--- config.mk ---
export PLATFORM = sky130hd
export DESIGN_NAME = fmrt_cell
export DESIGN_NICKNAME = d
export VERILOG_FILES = /design/src/hdl/fmrt_pkg.sv /design/src/hdl/fmrt_cell.sv
export SDC_FILE = /design/constraint.sdc
export NUM_CORES = 1
export LEC_CHECK = 0
export BUFFER_PORTS_ARGS = -buffer_cell sky130_fd_sc_hd__buf_2
export CELL_PAD_IN_SITES_DETAIL_PLACEMENT = 1
export CELL_PAD_IN_SITES_GLOBAL_PLACEMENT = 2
export CORE_MARGIN = 1
export CORE_UTILIZATION = 30
export CTS_CLUSTER_DIAMETER = 50
export DETAILED_ROUTE_END_ITERATION = 10
export PLACE_DENSITY = 0.88
export SKIP_LAST_GASP = 1
export SLEW_MARGIN = 30
export SYNTH_ARGS = -nofsm -noshare
export SYNTH_HDL_FRONTEND = slang
export SYNTH_SLANG_ARGS = --single-unit
--- constraint.sdc ---
create_clock -name clk -period 7.4 [get_ports clk]
set_input_delay 1.48 -clock clk [delete_from_list [all_inputs] [get_ports clk]]
set_output_delay 1.48 -clock clk [all_outputs]
set_load 0.01 [all_outputs]
--- src/hdl/fmrt_pkg.sv ---
// Shared types for the first-match record table: command codes and the cell link.
`timescale 1ns / 1ps
`default_nettype none
package fmrt_pkg;

  typedef enum logic [2:0] {
    CMD_CLEAR    = 3'd0,
    CMD_ADD      = 3'd1,
    CMD_FIND_KEY = 3'd2,
    CMD_FIND_NUM = 3'd3,
    CMD_DELETE   = 3'd4,
    CMD_UPDATE   = 3'd5
  } cmd_t;

  // Search token handed from cell to cell.
  typedef struct packed {
    logic valid;  // token present in this stage
    logic hit;    // an earlier slot already matched
  } link_t;

endpackage
`default_nettype wire

--- src/hdl/fmrt_cell.sv ---
// One table slot: holds a record, tests the passing token and hands it on.
`timescale 1ns / 1ps
`default_nettype none
module fmrt_cell
  import fmrt_pkg::*;
#(
  parameter int TW = 56
) (
  input  wire logic          clk,
  input  wire logic          rst,
  input  wire cmd_t          cmd,
  input  wire logic [31:0]   cmd_key,
  input  wire logic [15:0]   cmd_num,
  input  wire logic [TW-1:0] cmd_text,
  input  wire logic [TW-1:0] upd_text,
  input  wire logic          keep,
  input  wire link_t         link_in,
  input  wire logic [31:0]   rkey_in,
  input  wire logic [15:0]   rnum_in,
  input  wire logic [TW-1:0] rtext_in,
  output link_t              link_out,
  output logic [31:0]        rkey_out,
  output logic [15:0]        rnum_out,
  output logic [TW-1:0]      rtext_out
);

  logic [31:0]   rec_key;
  logic [15:0]   rec_num;
  logic [TW-1:0] rec_text;
  logic          act;
  logic          match;
  logic          take;
  logic          is_find;

  assign act     = link_in.valid && !link_in.hit;
  assign is_find = (cmd == CMD_FIND_KEY) || (cmd == CMD_FIND_NUM);

  always_comb begin
    case (cmd)
      CMD_ADD:                              match = (rec_key == 32'd0);
      CMD_FIND_KEY, CMD_DELETE, CMD_UPDATE: match = (rec_key == cmd_key);
      CMD_FIND_NUM:                         match = (rec_num == cmd_num);
      default:                              match = 1'b0;
    endcase
  end

  assign take = act && match;

  always_ff @(posedge clk) begin
    if (rst) begin
      rec_key  <= '0;
      rec_num  <= '0;
      rec_text <= '0;
      link_out <= '0;
    end else begin
      link_out.valid <= link_in.valid;
      link_out.hit   <= link_in.hit | take;
      if (act) begin
        case (cmd)
          CMD_CLEAR: begin
            rec_key  <= '0;
            rec_num  <= '0;
            rec_text <= '0;
          end
          CMD_ADD: begin
            if (match) begin
              rec_key  <= cmd_key;
              rec_num  <= cmd_num;
              rec_text <= cmd_text;
            end
          end
          CMD_DELETE: begin
            if (match) begin
              rec_key  <= '0;
              rec_num  <= '0;
              rec_text <= '0;
            end
          end
          CMD_UPDATE: begin
            if (match) begin
              rec_num <= cmd_num;
              if (!keep) begin
                rec_text <= upd_text;
              end
            end
          end
          default: begin
          end
        endcase
      end
    end
  end

  // Result payload rides with the token; no reset needed.
  always_ff @(posedge clk) begin
    if (take && is_find) begin
      rkey_out  <= rec_key;
      rnum_out  <= rec_num;
      rtext_out <= rec_text;
    end else begin
      rkey_out  <= rkey_in;
      rnum_out  <= rnum_in;
      rtext_out <= rtext_in;
    end
  end

endmodule
`default_nettype wire

==> flow_summary.html <==
<table>
<tr><th>Metric</th><th>Value</th></tr>
<tr><th colspan="2">Status</th></tr>
<tr><td>Result of the run</td><td>complete, no violations</td></tr>
<tr><th colspan="2">Route</th></tr>
<tr><td>Count of antenna-violating nets left after detailed routing</td><td>0</td></tr>
<tr><td>Initial DRC count</td><td>280</td></tr>
<tr><td>DRT Pass-1 Iters</td><td>4</td></tr>
<tr><td>Detailed-route wire length</td><td>27300 um</td></tr>
<tr><td>Vias</td><td>7084</td></tr>
<tr><td>Number of design rule violations left after detail routing</td><td>0</td></tr>
<tr><td>Routed len/inst</td><td>17.8 um</td></tr>
<tr><td>Vias per inst</td><td>4.63</td></tr>
<tr><th colspan="2">Timing</th></tr>
<tr><td>Ratio of final minimum period to clock period</td><td>51.1%</td></tr>
<tr><td>Worst Clk Skew</td><td>0.0171 ns</td></tr>
<tr><td>Final hold vios</td><td>0</td></tr>
<tr><td>Worst slew margin</td><td>40.2%</td></tr>
<tr><td>Total negative slack</td><td>0 ns</td></tr>
<tr><td>Setup repair after global routing missed its margin</td><td>false</td></tr>
<tr><td>Max Clk Rate</td><td>265 MHz</td></tr>
<tr><td>Min Tclk post-route</td><td>3.78 ns</td></tr>
<tr><td>Final setup fails</td><td>0</td></tr>
<tr><td>Max-slew violation count</td><td>0</td></tr>
<tr><td>Transition at the pin with the smallest max-transition slack</td><td>0.896 ns</td></tr>
<tr><th colspan="2">Power</th></tr>
<tr><td>Leak Pwr</td><td>5.35 nW</td></tr>
<tr><td>Worst vdd rail ir drop</td><td>143 uV</td></tr>
<tr><td>Internal power consumption</td><td>2.10 mW</td></tr>
<tr><td>Switching power</td><td>0.653 mW</td></tr>
<tr><td>Total power</td><td>2.75 mW</td></tr>
<tr><td>Total power density per cell area</td><td>235 nW/um^2</td></tr>
<tr><td>Sequential fraction of design power</td><td>42.7%</td></tr>
<tr><td>Logic gate share of total power</td><td>9.3%</td></tr>
<tr><td>Fraction of power spent switching nets</td><td>23.7%</td></tr>
<tr><td>Clock share of power</td><td>48.0%</td></tr>
<tr><th colspan="2">Clocking</th></tr>
<tr><td>Setup bufs post-CTS</td><td>0</td></tr>
<tr><td>Clock tree root buffer cell</td><td>sky130_fd_sc_hd__clkbuf_16</td></tr>
<tr><td>Inserted Clock Buffers</td><td>28</td></tr>
<tr><td>TritonCTS sink count</td><td>210</td></tr>
<tr><td>Clock input transition at the sequential cells of the worst setup and hold paths</td><td>0.05 ns</td></tr>
<tr><td>Post-CTS Hold Fix Bufs</td><td>0</td></tr>
<tr><td>Number of H-tree levels</td><td>1</td></tr>
<tr><td>Clock latency reported for the late side of the worst-skew pair</td><td>0.53 ns</td></tr>
<tr><td>CTS tree</td><td>yes</td></tr>
<tr><td>CTS max path bufs</td><td>3</td></tr>
<tr><td>Number of instances resized during post-cts repair</td><td>0</td></tr>
<tr><th colspan="2">Critical path</th></tr>
<tr><td>Critical path capture point type</td><td>flop</td></tr>
<tr><td>Required time at the worst-slack endpoint</td><td>7.81 ns</td></tr>
<tr><td>Data arrival time of the critical path</td><td>4.19 ns</td></tr>
<tr><td>Top Family by Delay on Critical Path</td><td>simple AND/OR/NAND/NOR gates</td></tr>
<tr><td>Maximum fanout along the worst path</td><td>42</td></tr>
<tr><td>Biggest cell delay along the critical path</td><td>0.44 ns</td></tr>
<tr><td>Max stage delay cell, worst path</td><td>sky130_fd_sc_hd__nor3_1</td></tr>
<tr><td>Source of the worst register-to-register timing path</td><td>rec_key[16]</td></tr>
<tr><td>Crit path from</td><td>cmd[1]</td></tr>
<tr><td>Startpoint type of the worst setup path</td><td>primary input</td></tr>
<tr><td>CP Buf/Inv Count</td><td>3</td></tr>
<tr><td>Critical path start-end classification</td><td>primary input to flop</td></tr>
<tr><td>Ordered cell list for the critical path</td><td>buf_2, nor4_1, nand4_1, nor3_1, a41oi_1, and2_4, nor3_4, buf_4, buf_16, mux2_2</td></tr>
<tr><th colspan="2">Hold path</th></tr>
<tr><td>Hold path startpoint</td><td>rec_text[7]</td></tr>
<tr><td>Worst hold path type</td><td>flop to flop</td></tr>
<tr><th colspan="2">Synthesis</th></tr>
<tr><td>Unique cell type count in the Yosys netlist</td><td>31</td></tr>
<tr><td>Mapped Avg Cell Area</td><td>11.2 um^2</td></tr>
<tr><td>Adder-cell share of the synthesized area</td><td>0%</td></tr>
<tr><td>YS warnings</td><td>0</td></tr>
<tr><td>Combinational family with the most area after synthesis</td><td>multiplexers</td></tr>
<tr><td>Share of the yosys chip area belonging to registers</td><td>49.2%</td></tr>
<tr><td>XOR/XNOR share of the synthesized area</td><td>4.92%</td></tr>
<tr><td>Portion of synthesized cell area occupied by the leading cell type</td><td>49.2%</td></tr>
<tr><td>Simple-Gate Fraction of Synth Area</td><td>9.36%</td></tr>
<tr><td>Async set-or-reset flop fraction in the synthesized netlist</td><td>0%</td></tr>
<tr><td>Cell type with the highest aggregate area in the netlist</td><td>sky130_fd_sc_hd__dfxtp_1</td></tr>
<tr><td>Count of state elements after synthesis</td><td>210</td></tr>
<tr><td>Top cells by area in the synthesized netlist</td><td>sky130_fd_sc_hd__dfxtp_1 49%, sky130_fd_sc_hd__mux2_2 21%, sky130_fd_sc_hd__mux2i_1 6.6%, sky130_fd_sc_hd__nand2_1 5.7%, sky130_fd_sc_hd__a22o_1 3.5%</td></tr>
<tr><td>Most frequently used flop master after synthesis</td><td>sky130_fd_sc_hd__dfxtp_1</td></tr>
<tr><td>Fraction of synthesized area in multiplexers</td><td>27.6%</td></tr>
<tr><td>Cells after synthesis</td><td>766</td></tr>
<tr><td>Net count after synthesis</td><td>1038</td></tr>
<tr><td>Count of flip-flops with a built-in enable after synthesis</td><td>0</td></tr>
<tr><td>Synthesized cell area</td><td>8540 um^2</td></tr>
<tr><td>Fraction of the mapped netlist area in compound gates</td><td>5.56%</td></tr>
<tr><th colspan="2">Global route</th></tr>
<tr><td>Via count of the first global-routing pass</td><td>7391</td></tr>
<tr><td>First-pass GRT wire length</td><td>40700 um</td></tr>
<tr><td>Overall Global Routing Usage</td><td>18.1%</td></tr>
<tr><td>Congestion Overflow GR</td><td>0</td></tr>
<tr><td>Number of antenna violations at the first check in global routing</td><td>3</td></tr>
<tr><td>Pin count of the biggest net entering global routing</td><td>74</td></tr>
<tr><th colspan="2">Floorplan</th></tr>
<tr><td>Die height</td><td>171 um</td></tr>
<tr><td>Die ar.</td><td>29200 um^2</td></tr>
<tr><td>Core Box Area</td><td>27900 um^2</td></tr>
<tr><td>Horizontal extent of the die</td><td>171 um</td></tr>
<tr><td>Row count</td><td>61</td></tr>
<tr><td>Ports placed on the boundary</td><td>378</td></tr>
<tr><td>Initial core utilization</td><td>30.6%</td></tr>
<tr><th colspan="2">Layout</th></tr>
<tr><td>Final Cell Area</td><td>11700 um^2</td></tr>
<tr><td>Fraction of final layout cells sized beyond drive strength 1</td><td>53.4%</td></tr>
<tr><td>Post-Layout Cell Count</td><td>1531</td></tr>
<tr><td>Number of nets at the end of the flow</td><td>1406</td></tr>
<tr><td>Area added between synthesis and finish</td><td>36.7%</td></tr>
<tr><th colspan="2">Placement</th></tr>
<tr><td>Number of input and output port buffers inserted</td><td>377</td></tr>
<tr><td>Detailed placer's ending HPWL</td><td>20300 um</td></tr>
<tr><td>Inst Count DP</td><td>1482</td></tr>
<tr><td>RePlAce Congestion</td><td>0.833</td></tr>
<tr><td>Placement Cell Area</td><td>10800 um^2</td></tr>
<tr><th colspan="2">Run</th></tr>
<tr><td>Count of max-cap constraint violations</td><td>0</td></tr>
</table>
[per-stage QoR]
step | utilization, % | setup slack (ns) | hold slack, ns
3_5_place_dp | 38.5 | 3.02 | 0.454
5_1_grt | 41.8 | 3.46 | 0.480
6_report | 41.8 | 3.62 | 0.458
4_1_cts | 41.8 | 3.53 | 0.463
2_1_floorplan | - | 4.00 | 0.435
3_3_place_gp | 38.3 | 2.96 | 0.442
[tightest hold or removal path, delay by kind of cell (launching register included)]
kind,cells,cell delay (ns)
DFF,1,0.30
and+or+nand+nor,1,0.05
muxes,1,0.05
[cell usage after synthesis (2+ instances only)]
cell type	instances
sky130_fd_sc_hd__nor2_1	18
sky130_fd_sc_hd__mux2i_1	56
sky130_fd_sc_hd__clkbuf_1	26
sky130_fd_sc_hd__dfxtp_1	210
sky130_fd_sc_hd__mux2_2	160
sky130_fd_sc_hd__nand3_1	5
sky130_fd_sc_hd__a31o_2	17
sky130_fd_sc_hd__buf_6	10
sky130_fd_sc_hd__nand4_1	10
sky130_fd_sc_hd__nor4_1	11
sky130_fd_sc_hd__inv_1	2
sky130_fd_sc_hd__buf_2	10
sky130_fd_sc_hd__xor2_1	15
sky130_fd_sc_hd__nor3_1	4
sky130_fd_sc_hd__nand2_1	129
sky130_fd_sc_hd__a22o_1	34
sky130_fd_sc_hd__xnor2_1	33
sky130_fd_sc_hd__nor2b_1	3
[area by class of cell]
type / instances / area [um^2]
fillers: 3235 / 16300
multi-input cells: 505 / 4090
diodes: 1 / 2.50
clock buffers: 36 / 792
flip-flops and latches: 210 / 4200
clock inverters: 12 / 126
repair buffers: 386 / 1990
inverters: 3 / 11.3
well taps: 378 / 473
[sequential cells by signal, summed over array words and instances (netlist names)]
register,count
rec_key,32
rec_num,16
rkey_out,32
link_out,2
rec_text,56
rnum_out,16
rtext_out,56
[kinds of logic after synthesis]
family,Yosys count
buf+inv,51
simple gates,186
mux,216
compound gates,55
flops,210
xor+xnor,48
[placed cells by master, fill, tap and decap left out, types with 10 or more instances in the layout]
| cell | n |
|---|---|
| sky130_fd_sc_hd__xnor2_1 | 33 |
| sky130_fd_sc_hd__nor4_1 | 11 |
| sky130_fd_sc_hd__dfxtp_1 | 210 |
| sky130_fd_sc_hd__a22o_1 | 34 |
| sky130_fd_sc_hd__buf_2 | 377 |
| sky130_fd_sc_hd__mux2i_1 | 56 |
| sky130_fd_sc_hd__nand2_1 | 129 |
| sky130_fd_sc_hd__mux2_2 | 160 |
| sky130_fd_sc_hd__clkbuf_16 | 29 |
| sky130_fd_sc_hd__nand4_1 | 10 |
| sky130_fd_sc_hd__nor2_1 | 18 |
| sky130_fd_sc_hd__xor2_1 | 15 |
| sky130_fd_sc_hd__a31o_2 | 17 |
[power groups by stage]
| stage | Sequential (mW) | Combinational (mW) | Clock, mW |
|---|---|---|---|
| after floorplan | 1.22 | 0.101 | 0 |
| after global placement | 1.20 | 0.254 | 0 |
| after detailed placement | 1.20 | 0.258 | 0 |
| after CTS | 1.18 | 0.260 | 1.36 |
| after global routing | 1.18 | 0.279 | 1.40 |
| final | 1.18 | 0.255 | 1.32 |
[final timing paths]
kind / endpoint / slack (ns) / cells past startpoint
setup / recovery: rtext_out[4] / 3.62 / 10
hold / removal: rec_text[7] / 0.46 / 2
setup reg to reg: rtext_out[4] / 3.88 / 9
hold reg to reg: rec_text[7] / 0.46 / 2
[metal layers]
metal | GRT usage [%] | wire [um] | up-vias
li1 | - | - | 3412
met1 | 20.1 | 10500 | 3338
met2 | 33.2 | 13800 | 295
met3 | 5.41 | 2420 | 39
met4 | 5.09 | 515 | 0
met5 | 0 | 0 | -
No activity file was read; power rests on OpenSTA's default activity.
